## src/cae_pkg.sv

```systemverilog
package cae_pkg;

    // fixed field widths
    localparam int TIME_W     = 32;
    localparam int CFG_DATA_W = 32;
    localparam int CFG_IDX_W  = 3;
    localparam int MASK_W     = 8;
    localparam int LEVEL_W    = 2;
    localparam int AIDX_W     = 3;
    localparam int FILL_W     = 4;
    localparam int DROP_W     = 2;

    // register indexes
    localparam logic [CFG_IDX_W-1:0] REG_CONFIRM     = 3'd0;
    localparam logic [CFG_IDX_W-1:0] REG_BEEP        = 3'd1;
    localparam logic [CFG_IDX_W-1:0] REG_REPEAT      = 3'd2;
    localparam logic [CFG_IDX_W-1:0] REG_BUZZER_MASK = 3'd3;
    localparam logic [CFG_IDX_W-1:0] REG_REPEAT_MASK = 3'd4;

    // register reset values
    localparam logic [TIME_W-1:0] CONFIRM_RST     = 32'd3000;
    localparam logic [TIME_W-1:0] BEEP_RST        = 32'd6000;
    localparam logic [TIME_W-1:0] REPEAT_RST      = 32'd60000;
    localparam logic [MASK_W-1:0] BUZZER_MASK_RST = 8'd48;
    localparam logic [MASK_W-1:0] REPEAT_MASK_RST = 8'd64;

    // level an alarm falls back to once cleared
    localparam logic [LEVEL_W-1:0] LEVEL_CLEARED = 2'd1;

    // command field codes
    localparam logic CMD_UPDATE = 1'b0;
    localparam logic CMD_COMMIT = 1'b1;

    typedef struct packed {
        logic [AIDX_W-1:0]  alarm;
        logic [LEVEL_W-1:0] level;
        logic               raised;
    } t_event;

    typedef struct packed {
        logic load;   // capture the input word
        logic pend;   // pending flag update, commit pop
        logic flip;   // confirmed flip or level change, buzzer scan
        logic rpt;    // periodic repeat report
        logic emit;   // load the result register
    } t_ctrl_cmd;

    typedef struct packed {
        logic out_free;
    } t_dp_status;

endpackage

```

## src/confirmed_alarm_event_engine.sv

```systemverilog
// Confirmed alarm event engine. Each input word is either an update for one
// alarm (set and clear conditions, a level and the current millisecond time)
// or a commit that pops the head of the event queue. An update runs the
// alarm through hysteresis and a confirm timer, then pushes raise, clear,
// level-change and periodic repeat events into a QUEUE_DEPTH-entry ring; a
// full ring drops the event and counts it in the result. Every word gives
// exactly one result word: queue head, fill, drops of this word and the
// buzzer request. An item is captured, then a three-step sequencer does
// the pending-flag update, the confirmed flip or level change (with the
// buzzer scan over all alarms) and the repeat check, each one 32-bit
// subtract-and-compare deep, then the result register is loaded; no new
// word is taken before that load. While the result register is still full
// and not taken, the engine holds in its last step. Configuration
// registers are written through a plain write port and must only change
// while the engine is idle.
module confirmed_alarm_event_engine #(
    parameter int ALARM_COUNT = 8,
    parameter int QUEUE_DEPTH = 8
) (
    input  logic                               i_clk,
    input  logic                               i_rst_n,
    // input channel
    input  logic                               i_in_valid,
    output logic                               o_in_ready,
    input  logic                               i_command,
    input  logic [cae_pkg::AIDX_W-1:0]         i_alarm_index,
    input  logic                               i_set_condition,
    input  logic                               i_clear_condition,
    input  logic [cae_pkg::LEVEL_W-1:0]        i_alarm_level,
    input  logic [cae_pkg::TIME_W-1:0]         i_now_ms,
    // configuration write port
    input  logic                               i_cfg_we,
    input  logic [cae_pkg::CFG_IDX_W-1:0]      i_cfg_index,
    input  logic [cae_pkg::CFG_DATA_W-1:0]     i_cfg_data,
    // result channel
    output logic                               o_out_valid,
    input  logic                               i_out_ready,
    output logic                               o_event_valid,
    output logic [cae_pkg::AIDX_W-1:0]         o_event_alarm,
    output logic [cae_pkg::LEVEL_W-1:0]        o_event_severity,
    output logic                               o_event_raised,
    output logic [cae_pkg::FILL_W-1:0]         o_queue_fill,
    output logic [cae_pkg::DROP_W-1:0]         o_dropped_events,
    output logic                               o_buzzer_request
);
    import cae_pkg::*;

    // sequencer commands and datapath status
    t_ctrl_cmd  w_cmd;
    t_dp_status w_status;

    // controller: idle, pending update, flip, repeat, result
    cae_ctrl u_ctrl (
        .i_clk      (i_clk),
        .i_rst_n    (i_rst_n),
        .i_in_valid (i_in_valid),
        .o_in_ready (o_in_ready),
        .i_status   (w_status),
        .o_cmd      (w_cmd)
    );

    // alarm table, event ring, config registers and result register
    cae_datapath #(
        .ALARM_COUNT (ALARM_COUNT),
        .QUEUE_DEPTH (QUEUE_DEPTH)
    ) u_datapath (
        .i_clk             (i_clk),
        .i_rst_n           (i_rst_n),
        .i_cmd             (w_cmd),
        .o_status          (w_status),
        .i_command         (i_command),
        .i_alarm_index     (i_alarm_index),
        .i_set_condition   (i_set_condition),
        .i_clear_condition (i_clear_condition),
        .i_alarm_level     (i_alarm_level),
        .i_now_ms          (i_now_ms),
        .i_cfg_we          (i_cfg_we),
        .i_cfg_index       (i_cfg_index),
        .i_cfg_data        (i_cfg_data),
        .o_out_valid       (o_out_valid),
        .i_out_ready       (i_out_ready),
        .o_event_valid     (o_event_valid),
        .o_event_alarm     (o_event_alarm),
        .o_event_severity  (o_event_severity),
        .o_event_raised    (o_event_raised),
        .o_queue_fill      (o_queue_fill),
        .o_dropped_events  (o_dropped_events),
        .o_buzzer_request  (o_buzzer_request)
    );

    // a captured word keeps the engine busy for the next cycle
    a_busy_after_accept: assert property (@(posedge i_clk) disable iff (!i_rst_n)
        (i_in_valid && o_in_ready) |=> !o_in_ready)
        else $error("input accepted while previous word still in work");

    // a result is only loaded into a free result register
    a_emit_into_free_slot: assert property (@(posedge i_clk) disable iff (!i_rst_n)
        w_cmd.emit |-> (!o_out_valid || i_out_ready))
        else $error("result register overwritten before it was taken");

    // drops only happen against a full ring, and updates never pop
    a_drop_means_full: assert property (@(posedge i_clk) disable iff (!i_rst_n)
        (o_out_valid && (o_dropped_events != '0)) |-> (o_queue_fill == FILL_W'(QUEUE_DEPTH)))
        else $error("event dropped while ring had room");

endmodule

```

## src/cae_ctrl.sv

```systemverilog
module cae_ctrl (
    input  logic                  i_clk,
    input  logic                  i_rst_n,
    input  logic                  i_in_valid,
    output logic                  o_in_ready,
    input  cae_pkg::t_dp_status   i_status,
    output cae_pkg::t_ctrl_cmd    o_cmd
);
    import cae_pkg::*;

    localparam logic [2:0] ST_IDLE = 3'd0;
    localparam logic [2:0] ST_PEND = 3'd1;
    localparam logic [2:0] ST_FLIP = 3'd2;
    localparam logic [2:0] ST_RPT  = 3'd3;
    localparam logic [2:0] ST_DONE = 3'd4;

    logic [2:0] r_state;
    logic [2:0] n_state;

    always_comb begin
        n_state    = r_state;
        o_cmd      = '0;
        o_in_ready = 1'b0;
        unique case (r_state)
            ST_IDLE: begin
                o_in_ready = 1'b1;
                if (i_in_valid) begin
                    o_cmd.load = 1'b1;
                    n_state    = ST_PEND;
                end
            end
            ST_PEND: begin
                o_cmd.pend = 1'b1;
                n_state    = ST_FLIP;
            end
            ST_FLIP: begin
                o_cmd.flip = 1'b1;
                n_state    = ST_RPT;
            end
            ST_RPT: begin
                o_cmd.rpt = 1'b1;
                n_state   = ST_DONE;
            end
            ST_DONE: begin
                // wait until the result register can take the word
                if (i_status.out_free) begin
                    o_cmd.emit = 1'b1;
                    n_state    = ST_IDLE;
                end
            end
            default: begin
                n_state = ST_IDLE;
            end
        endcase
    end

    always_ff @(posedge i_clk) begin
        if (!i_rst_n) begin
            r_state <= ST_IDLE;
        end else begin
            r_state <= n_state;
        end
    end

endmodule

```

## src/cae_datapath.sv

```systemverilog
module cae_datapath #(
    parameter int ALARM_COUNT = 8,
    parameter int QUEUE_DEPTH = 8
) (
    input  logic                               i_clk,
    input  logic                               i_rst_n,
    input  cae_pkg::t_ctrl_cmd                 i_cmd,
    output cae_pkg::t_dp_status                o_status,
    input  logic                               i_command,
    input  logic [cae_pkg::AIDX_W-1:0]         i_alarm_index,
    input  logic                               i_set_condition,
    input  logic                               i_clear_condition,
    input  logic [cae_pkg::LEVEL_W-1:0]        i_alarm_level,
    input  logic [cae_pkg::TIME_W-1:0]         i_now_ms,
    input  logic                               i_cfg_we,
    input  logic [cae_pkg::CFG_IDX_W-1:0]      i_cfg_index,
    input  logic [cae_pkg::CFG_DATA_W-1:0]     i_cfg_data,
    output logic                               o_out_valid,
    input  logic                               i_out_ready,
    output logic                               o_event_valid,
    output logic [cae_pkg::AIDX_W-1:0]         o_event_alarm,
    output logic [cae_pkg::LEVEL_W-1:0]        o_event_severity,
    output logic                               o_event_raised,
    output logic [cae_pkg::FILL_W-1:0]         o_queue_fill,
    output logic [cae_pkg::DROP_W-1:0]         o_dropped_events,
    output logic                               o_buzzer_request
);
    import cae_pkg::*;

    localparam int AIW = (ALARM_COUNT > 1) ? $clog2(ALARM_COUNT) : 1;
    localparam int QW  = $clog2(QUEUE_DEPTH);
    localparam int CW  = $clog2(QUEUE_DEPTH + 1);
    localparam logic [QW:0]   DEPTH_EXT = (QW+1)'(QUEUE_DEPTH);
    localparam logic [CW-1:0] DEPTH_CNT = CW'(QUEUE_DEPTH);
    localparam logic [QW-1:0] HEAD_LAST = QW'(QUEUE_DEPTH - 1);

    // configuration
    logic [TIME_W-1:0] r_confirm;
    logic [TIME_W-1:0] r_beep;
    logic [TIME_W-1:0] r_repeat;
    logic [MASK_W-1:0] r_buzz_mask;
    logic [MASK_W-1:0] r_rpt_mask;

    // captured word
    logic               r_command;
    logic [AIDX_W-1:0]  r_idx;
    logic               r_set;
    logic               r_clr;
    logic [LEVEL_W-1:0] r_level;
    logic [TIME_W-1:0]  r_now;
    logic               r_upd;
    logic               r_flip;
    logic               r_buzz;

    // alarm table
    logic               r_pend   [ALARM_COUNT];
    logic               r_active [ALARM_COUNT];
    logic [TIME_W-1:0]  r_since  [ALARM_COUNT];
    logic [LEVEL_W-1:0] r_cur    [ALARM_COUNT];
    logic [LEVEL_W-1:0] r_rep    [ALARM_COUNT];
    logic [TIME_W-1:0]  r_last   [ALARM_COUNT];

    // event ring
    t_event             r_ring [QUEUE_DEPTH];
    logic [QW-1:0]      r_head;
    logic [CW-1:0]      r_count;
    logic [DROP_W-1:0]  r_drops;

    // result register
    logic               r_o_valid;
    logic               r_o_event_valid;
    t_event             r_o_event;
    logic [FILL_W-1:0]  r_o_fill;
    logic [DROP_W-1:0]  r_o_drops;
    logic               r_o_buzz;

    logic [AIW-1:0]     w_a;
    logic               w_act;
    logic               w_pend;
    logic [LEVEL_W-1:0] w_cur;
    logic [LEVEL_W-1:0] w_rep;
    logic               w_desired;
    logic [TIME_W-1:0]  w_since_new;
    logic [TIME_W-1:0]  w_conf_age;
    logic [TIME_W-1:0]  w_rpt_age;
    logic               w_push_flip;
    logic               w_push_rpt;
    t_event             w_flip_ev;
    t_event             w_rpt_ev;
    logic               w_push;
    t_event             w_push_ev;
    logic               w_full;
    logic               w_pop;
    logic [QW:0]        w_tail_sum;
    logic [QW-1:0]      w_tail;
    logic               w_buzz_any;

    always_comb begin
        w_a         = AIW'(r_idx);
        w_act       = r_active[w_a];
        w_pend      = r_pend[w_a];
        w_cur       = r_cur[w_a];
        w_rep       = r_rep[w_a];
        // hysteresis: an active alarm waits for clear, an idle one for set
        w_desired   = w_act ? !r_clr : r_set;
        w_since_new = (w_desired != w_pend) ? r_now : r_since[w_a];
        w_conf_age  = r_now - w_since_new;
        w_rpt_age   = r_now - r_last[w_a];

        w_push_flip      = r_upd && (r_flip || (w_act && (r_level != w_rep)));
        w_flip_ev.alarm  = r_idx;
        w_flip_ev.level  = (r_flip && w_act) ? w_cur : r_level;
        w_flip_ev.raised = !(r_flip && w_act);

        w_push_rpt      = r_upd && w_act && r_rpt_mask[r_idx] && (w_rpt_age >= r_repeat);
        w_rpt_ev.alarm  = r_idx;
        w_rpt_ev.level  = w_cur;
        w_rpt_ev.raised = 1'b1;

        w_push    = (i_cmd.flip && w_push_flip) || (i_cmd.rpt && w_push_rpt);
        w_push_ev = i_cmd.flip ? w_flip_ev : w_rpt_ev;
        w_full    = (r_count == DEPTH_CNT);
        w_pop     = i_cmd.pend && (r_command == CMD_COMMIT) && (r_count != '0);

        w_tail_sum = {1'b0, r_head} + (QW+1)'(r_count);
        w_tail     = (w_tail_sum >= DEPTH_EXT) ? QW'(w_tail_sum - DEPTH_EXT) : QW'(w_tail_sum);

        w_buzz_any = 1'b0;
        for (int i = 0; i < ALARM_COUNT; i++) begin
            if ((i < MASK_W) && r_buzz_mask[i % MASK_W] && r_pend[i] &&
                ((r_now - r_since[i]) >= r_beep)) begin
                w_buzz_any = 1'b1;
            end
        end
    end

    // configuration port
    always_ff @(posedge i_clk) begin
        if (!i_rst_n) begin
            r_confirm   <= CONFIRM_RST;
            r_beep      <= BEEP_RST;
            r_repeat    <= REPEAT_RST;
            r_buzz_mask <= BUZZER_MASK_RST;
            r_rpt_mask  <= REPEAT_MASK_RST;
        end else if (i_cfg_we) begin
            unique case (i_cfg_index)
                REG_CONFIRM:     r_confirm   <= i_cfg_data;
                REG_BEEP:        r_beep      <= i_cfg_data;
                REG_REPEAT:      r_repeat    <= i_cfg_data;
                REG_BUZZER_MASK: r_buzz_mask <= i_cfg_data[MASK_W-1:0];
                REG_REPEAT_MASK: r_rpt_mask  <= i_cfg_data[MASK_W-1:0];
                default: begin
                end
            endcase
        end
    end

    // captured word and per-item flags
    always_ff @(posedge i_clk) begin
        if (i_cmd.load) begin
            r_command <= i_command;
            r_idx     <= i_alarm_index;
            r_set     <= i_set_condition;
            r_clr     <= i_clear_condition;
            r_level   <= i_alarm_level;
            r_now     <= i_now_ms;
            r_upd     <= (i_command == CMD_UPDATE) && (32'(i_alarm_index) < ALARM_COUNT);
        end
        if (i_cmd.pend) begin
            r_flip <= (w_desired != w_act) && (w_conf_age >= r_confirm);
        end
        if (i_cmd.flip) begin
            r_buzz <= w_buzz_any;
        end
    end

    // alarm table read-modify-write
    always_ff @(posedge i_clk) begin
        if (!i_rst_n) begin
            for (int i = 0; i < ALARM_COUNT; i++) begin
                r_pend[i]   <= 1'b0;
                r_active[i] <= 1'b0;
                r_since[i]  <= '0;
                r_cur[i]    <= '0;
                r_rep[i]    <= '0;
                r_last[i]   <= '0;
            end
        end else begin
            if (i_cmd.pend && r_upd && (w_desired != w_pend)) begin
                r_pend[w_a]  <= w_desired;
                r_since[w_a] <= r_now;
            end
            if (i_cmd.flip && r_upd) begin
                if (r_flip) begin
                    r_active[w_a] <= !w_act;
                    if (!w_act) begin
                        r_cur[w_a]  <= r_level;
                        r_rep[w_a]  <= r_level;
                        r_last[w_a] <= r_now;
                    end else begin
                        r_cur[w_a] <= LEVEL_CLEARED;
                        r_rep[w_a] <= LEVEL_CLEARED;
                    end
                end else if (w_act && (r_level != w_rep)) begin
                    r_cur[w_a]  <= r_level;
                    r_rep[w_a]  <= r_level;
                    r_last[w_a] <= r_now;
                end
            end
            if (i_cmd.rpt && w_push_rpt) begin
                r_last[w_a] <= r_now;
            end
        end
    end

    // ring pointers and drop count
    always_ff @(posedge i_clk) begin
        if (!i_rst_n) begin
            r_head  <= '0;
            r_count <= '0;
            r_drops <= '0;
        end else begin
            if (i_cmd.load) begin
                r_drops <= '0;
            end
            if (w_push) begin
                if (w_full) begin
                    r_drops <= r_drops + 1'b1;
                end else begin
                    r_count <= r_count + 1'b1;
                end
            end
            if (w_pop) begin
                r_head  <= (r_head == HEAD_LAST) ? '0 : r_head + 1'b1;
                r_count <= r_count - 1'b1;
            end
        end
    end

    // ring storage
    always_ff @(posedge i_clk) begin
        if (w_push && !w_full) begin
            r_ring[w_tail] <= w_push_ev;
        end
    end

    // result register
    always_ff @(posedge i_clk) begin
        if (!i_rst_n) begin
            r_o_valid <= 1'b0;
        end else if (i_cmd.emit) begin
            r_o_valid <= 1'b1;
        end else if (i_out_ready) begin
            r_o_valid <= 1'b0;
        end
    end

    always_ff @(posedge i_clk) begin
        if (i_cmd.emit) begin
            r_o_event_valid <= (r_count != '0);
            r_o_event       <= (r_count != '0) ? r_ring[r_head] : '0;
            r_o_fill        <= FILL_W'(r_count);
            r_o_drops       <= r_drops;
            r_o_buzz        <= r_buzz;
        end
    end

    assign o_status.out_free = !r_o_valid || i_out_ready;

    assign o_out_valid      = r_o_valid;
    assign o_event_valid    = r_o_event_valid;
    assign o_event_alarm    = r_o_event.alarm;
    assign o_event_severity = r_o_event.level;
    assign o_event_raised   = r_o_event.raised;
    assign o_queue_fill     = r_o_fill;
    assign o_dropped_events = r_o_drops;
    assign o_buzzer_request = r_o_buzz;

endmodule
```

## config.mk

```make
export PLATFORM = sky130hd
export DESIGN_NAME = confirmed_alarm_event_engine
export DESIGN_NICKNAME = d
export VERILOG_FILES = /design/src/cae_pkg.sv /design/src/confirmed_alarm_event_engine.sv /design/src/cae_ctrl.sv /design/src/cae_datapath.sv
export SDC_FILE = /design/constraint.sdc
export NUM_CORES = 2
export LEC_CHECK = 0
export CORE_ASPECT_RATIO = 0.9
export CORE_UTILIZATION = 25
export CTS_BUF_LIST = sky130_fd_sc_hd__clkbuf_8
export CTS_CLUSTER_DIAMETER = 200
export DETAILED_ROUTE_END_ITERATION = 16
export DONT_BUFFER_PORTS = 1
export SETUP_SLACK_MARGIN = 0.05
export SYNTH_ARGS = -nofsm -noshare
export SYNTH_HDL_FRONTEND = slang
export SYNTH_SLANG_ARGS = --single-unit
```

## constraint.sdc

```tcl
create_clock -name i_clk -period 6.65 [get_ports i_clk]
set_input_delay 0.665 -clock i_clk [delete_from_list [all_inputs] [get_ports i_clk]]
set_output_delay 0.665 -clock i_clk [all_outputs]
set_load 0.02 [all_outputs]
```

# Yosys cells after proc, flatten, opt, wreduce, memory -nomap -nowiden
# Memory sizes are Yosys's and may differ from the RTL's. A register that Yosys moved wholly into a read port is not among the register bits.
# Cells that the tools add are included.
# word_totals
regBits	176
ramBits	608
input_bits	80
out_inout_bits	16
elab_cells	226
memories	7
# memory_table
memory	words	width	read_ports	rd_clocked_by_memory_dff	write_ports	line	source
u_datapath.r_last	8	32	1	1	8	cae_datapath.sv:61	logic [TIME_W-1:0] r_last [ALARM_COUNT];
u_datapath.r_since	8	32	9	1	8	cae_datapath.sv:58	logic [TIME_W-1:0] r_since [ALARM_COUNT];
u_datapath.r_ring	8	6	1	1	1	cae_datapath.sv:64	t_event r_ring [QUEUE_DEPTH];
u_datapath.r_cur	8	2	1	1	8	cae_datapath.sv:59	logic [LEVEL_W-1:0] r_cur [ALARM_COUNT];
u_datapath.r_rep	8	2	1	1	8	cae_datapath.sv:60	logic [LEVEL_W-1:0] r_rep [ALARM_COUNT];
u_datapath.r_active	8	1	1	1	8	cae_datapath.sv:57	logic r_active [ALARM_COUNT];
+1 memories	-	-	-	-	-	-	
# classes
add_sub_neg	16
order_cmp	12
n_eq_ne	16
n_mux	86
bitwise_logic	7
n_reduce_logical	59
# ops
cell	n
32-bit >= comparator	10
32-bit subtractor	10
32-bit 2-to-1 mux	5
32-bit OR reduction	2
3-bit 2-to-1 mux	17
1-bit 2-to-1 mux	49
1-bit logical AND	31
2-bit 2-to-1 mux	10
3-bit case mux with 5 select lines	1
2-bit AND reduction	7
3-bit by 2-bit equality test with 1-bit output (second input constant)	4
4-bit 2-to-1 mux	3
3-bit equality test (second input constant)	3
7-bit OR reduction	1
3-bit by 1-bit equality test with 1-bit output (second input constant)	2
1-bit zero test	6
3-bit zero test	2
1-bit OR	6
3-bit by 4-bit adder with 4-bit output	1
4-bit by 1-bit adder with 4-bit output (second input constant)	1
4-bit equality test (second input constant)	1
4-bit >= comparator (second input constant)	1
3-bit by 4-bit less-than comparator with 1-bit output (second input constant)	1
2-bit != test (second input constant)	2
other kinds (14)	20

# Logic depth before layout (Yosys ltp)
# depth
ltp_word	11
depth_mapped	32
mapped_depth_nobuf	30

# Cells and area by module
# Synthesis repeated with hierarchy kept, for this count alone.
# unflattened
cells_unflattened	5430
hier_area_um2	54900.2
# modules_own_cells
module	n_inst	cells_each	area_per_inst_um2	seq_area_each_um2
cae_datapath	1	5411	54733.7	21830.9
cae_ctrl	1	19	166.4	60.1

# Least setup slack after synthesis
# No wires, ideal clock.
# synth_timing
path_kind	reg2reg
from	register with a tool-made name
to	memory u_datapath.r_last[1][0] (enable)
setup_ns	0.478
t_arrival_ns	6.686
required_ns	6.172
path_slack_ns	-0.513
stages_incl_launch_ff	30
path_buffers	5
period_less_slack_ns	7.163
path_cell_list	dfxtp_1 > buf_6 > buf_2 > buf_2 > buf_1 > mux4_2 > mux2i_1 > ha_1 > nor2b_1 > o21ai_0 > a21oi_1 > o41ai_1 > nand2b_1 > a21o_1 > a21o_1 > a21oi_1 > o21ai_0 > xor2_1 > ha_1 > a21o_1 > a21o_1 > a21oi_1 > o21ai_0 > a211oi_1 > o21ai_0 > nand2_1 > o21ai_2 > nand2_1 > clkbuf_1 > nand2_1
# synth_lines
element	line
to (decl)	cae_datapath.sv:61

# Worst setup path after layout
# layout_timing
from	register u_datapath.r_now[0]
to	register u_datapath.r_buzz (data pin)
# layout_between
elab_chain_cells	4
word_cells_on_any_way	26
classes_between	8 x add/sub; 8 x order compare; 1 x mux; 9 x reduce/logical
# layout_rtl
element	line	source
from (decl)	cae_datapath.sv:50	logic [TIME_W-1:0] r_now;
from (signal assigned)	cae_datapath.sv:166	r_now <= i_now_ms;
32-bit subtractor	cae_datapath.sv:131	((r_now - r_since[i]) >= r_beep)) begin
32-bit >= comparator	cae_datapath.sv:131	
1-bit logical AND	cae_datapath.sv:130	if ((i < MASK_W) && r_buzz_mask[i % MASK_W] && r_pend[i] &&
7-bit OR reduction (no line) / 1-bit 2-to-1 mux (equally long branches)	-	
to (signal assigned)	cae_datapath.sv:173	r_buzz <= w_buzz_any;
to (decl)	cae_datapath.sv:53	logic r_buzz;
# Parallel ways exist; a longest one is shown, timed or not.
# A chain may end at the register's enable or synchronous reset.

==> results.cfg <==
[run_status]
status = finished, final reports clean

[clocking]
cts_tree = built
path_clk_slew_ns = 0.07
cts_max_level = 4
clock_latency_ns = 0.90
numCtsBuffers = 140
clock_path_buffers = 3
clock-root-buffer = clkbuf_8
cts_sinks = 777

[global_route]
grt_pass1_vias = 42362
track_usage = 0.154
antenna_found_initial = 28
grt_pass1_wl_um = 258000
grt_max_degree = 81
gr-total-overflow = 0

[hold_path]
min_from = i_rst_n
hold_class = in -> reg

[power]
p_per_area_nw_per_um2 = 242
p_leak_uw = 0.0258
vdd_drop_max_uv = 199

[logic_synthesis]
ys_seq_area_frac = 0.400
synth_flop_cell = edfxtp_1
synth.distinct_cells = 87
synth_area_um2 = 54700
ys_seq_elements = 777
yosys_warnings = 0
synth-async-reset-ratio = 0
syn_area_per_cell_um2 = 10.1
syn-instance-count = 5408
synth-edff-count = 633
syn_nets = 6136

[floorplanning]
fp.coreArea_um2 = 217000
ios = 96
dieArea_um2 = 221000
num_rows = 162
die_height_um = 446
die_x_um = 495
initial_utilization = 0.252

[timing]
hold_viol = 0
fin_crit_ns = 6.44
finalClockSkew_ns = 0.0691
tightest_slew_ns = 1.06
final_max_slew_viol_count = 0
rsz0062_at_grt = yes
maxSlewHeadroom = 0.295
max_freq_mhz = 155
finalCritPeriodShare = 0.968
finalSetupViolCount = 0
holdWs_ns = 0.122

[setup_path]
worstSetupStartpointType = register
arrival_ns = 7.17
worst_setup_path_end_kind = register
reg2reg_from = u_datapath.r_now[0]$_DFFE_PP_
crit_path_cell_trace = clkinvlp_4 -> buf_4 -> ha_1 -> inv_1 -> fa_1 -> a21o_1 -> a221oi_2 -> o22ai_1 -> o32a_1 -> a2111oi_0 -> buf_4 -> o31a_1 -> or2_2 -> o21ai_1 -> xor2_1 -> ha_1 -> nand4_1 -> nor4_2 -> o21ai_0 -> o2111ai_1 -> nor4_4 -> nand4_1
startpoint = u_datapath.r_now[0]$_DFFE_PP_
critPathMaxFanout = 5
path_delay_family = compound AO/OA/AOI/OAI gates
worst-path-buf-inv = 4
cp_slowest_stage_delay_ns = 0.71
path_class = reg -> reg
worst_ep_required_time_ns = 7.39
critPathSlowestCell = a2111oi_0

[finish]
final_cell_mix = ha_1, edfxtp_1, nor2_1
area_growth_pct = 16.3
fillCellCount = 22376
drive_gt1_frac = 0.119
final_common_cell = ha_1
postLayoutCoreUtil = 0.293
fin_nets = 6435
fin_cells = 8689

[routing]
dr.pass1.iters = 9
routedWlPerCell_um = 20.0
vias = 43631
drtIter0Drc = 3973
drt-vias-per-instance = 5.02
routed_wl_um = 174000
drc = 0
ant_nets = 0

[placement]
post-dp-hpwl_um = 132000
gp_congestion = 0.914
portBuffers = 0
dp_cells = 8350

[job]
max_cap_violations = 0
-- logic make-up after synthesis --
group | count (synthesis) | share of synthesized area
xor+xnor | 292 | 0.0468
mux | 230 | 0.0762
simple gates | 1633 | 0.142
flops | 777 | 0.400
compound gates | 1237 | 0.143
fa+ha+maj | 648 | 0.150
buf+inv | 591 | 0.0431
-- power by group --
group | internal [µW] | leakage (µW) | switching, µW
Clock | 2390 | 0.00158 | 2190
Sequential | 5430 | 0.00761 | 171
Combinational | 2310 | 0.0166 | 2900
-- layer usage --
layer / GRT usage / vias up / share of wire
met1: 0.215 / 21187 / 0.45
met4: 0.0468 / 28 / 0.027
li1: - / 20436 / -
met5: 0 / - / 0.0011
met2: 0.239 / 1710 / 0.44
met3: 0.0290 / 270 / 0.085
-- stage by stage --
stage	setup WS [ns]	area, µm²	power (µW)	TNS, ns
3_5_place_dp	-0.268	59900	10700	-3.49
6_report	0.214	63700	15400	0
2_1_floorplan	0.0114	54800	9180	0
3_3_place_gp	-0.235	59900	10600	-7.47
5_1_grt	-0.0292	63700	16200	-0.0292
4_1_cts	0.0579	63400	15400	0
-- cells in the mapped netlist (all sizes together), types with 99 or more instances --
cell type | number | area share
ha | 636 | 0.15
edfxtp | 633 | 0.35
nor2 | 520 | 0.036
a21oi | 476 | 0.044
nand2 | 441 | 0.030
inv | 410 | 0.028
a21o | 218 | 0.030
o21ai | 199 | 0.018
xnor2 | 195 | 0.031
and3 | 183 | 0.021
mux4 | 148 | 0.061
dfxtp | 144 | 0.053
clkbuf | 112 | 0.0077
and2 | 99 | 0.011
-- area by class of cell --
type	count	area [µm²]	share of cell area
multi-input cells	4040	30800	0.483
flip-flops and latches	777	21900	0.344
well taps	2870	3590	0.0564
repair buffers	336	3110	0.0489
clock buffers	151	2080	0.0326
inverters	412	1560	0.0244
clock inverters	94	667	0.0105
diodes	9	22.5	0.000354
-- what timing repair did --
action                                  4_1_cts  5_1_grt
gates cloned                                  0        0
hold endpoints to repair                    172        0
endpoints found under the setup margin       51      565
resized for setup                             8       38
setup buffers                                 0        9
hold buffers                                 76        0
pin swaps                                     0       14
-- final timing paths --
kind | slack [ns] | cells past startpoint | to
worst max-delay path | 0.21 | 22 | u_datapath.r_buzz$_SDFFCE_PP1N_
worst min register to register | 0.45 | 2 | u_datapath.r_confirm[26]$_SDFFE_PN0P_
worst min-delay path | 0.12 | 2 | u_datapath.o_out_valid$_SDFFE_PN0P_
worst max register to register | 0.21 | 22 | u_datapath.r_buzz$_SDFFCE_PP1N_
-- flip-flops by register name, indices dropped and copies added (netlist names), 4 cells and up, named ones only --
| signal | count |
|---|---|
| u_datapath.r_ring | 48 |
| u_datapath.r_since | 256 |
| u_datapath.r_confirm | 32 |
| u_datapath.r_repeat | 32 |
| u_datapath.r_now | 32 |
| u_datapath.r_beep | 32 |
| u_datapath.r_count | 4 |
| u_datapath.r_pend | 8 |
| u_datapath.r_rep | 4 |
| u_datapath.r_buzz_mask | 8 |
| u_datapath.r_active | 8 |
| u_datapath.r_rpt_mask | 8 |
| u_datapath.o_queue_fill | 4 |
| u_datapath.r_cur | 12 |
| u_datapath.r_last | 256 |
-- worst register-to-register path, cell delays in order, from the launching register on --
cell	delay [ns]
edfxtp_1	0.49
clkinvlp_4	0.20
buf_4	0.13
ha_1	0.15
inv_1	0.06
fa_1	0.45
a21o_1	0.27
a221oi_2	0.36
o22ai_1	0.22
o32a_1	0.47
a2111oi_0	0.71
buf_4	0.22
o31a_1	0.16
or2_2	0.15
o21ai_1	0.08
xor2_1	0.15
ha_1	0.30
nand4_1	0.10
nor4_2	0.62
o21ai_0	0.46
o2111ai_1	0.33
nor4_4	0.09
nand4_1	0.13
No activity file was read; power rests on OpenSTA's default activity.
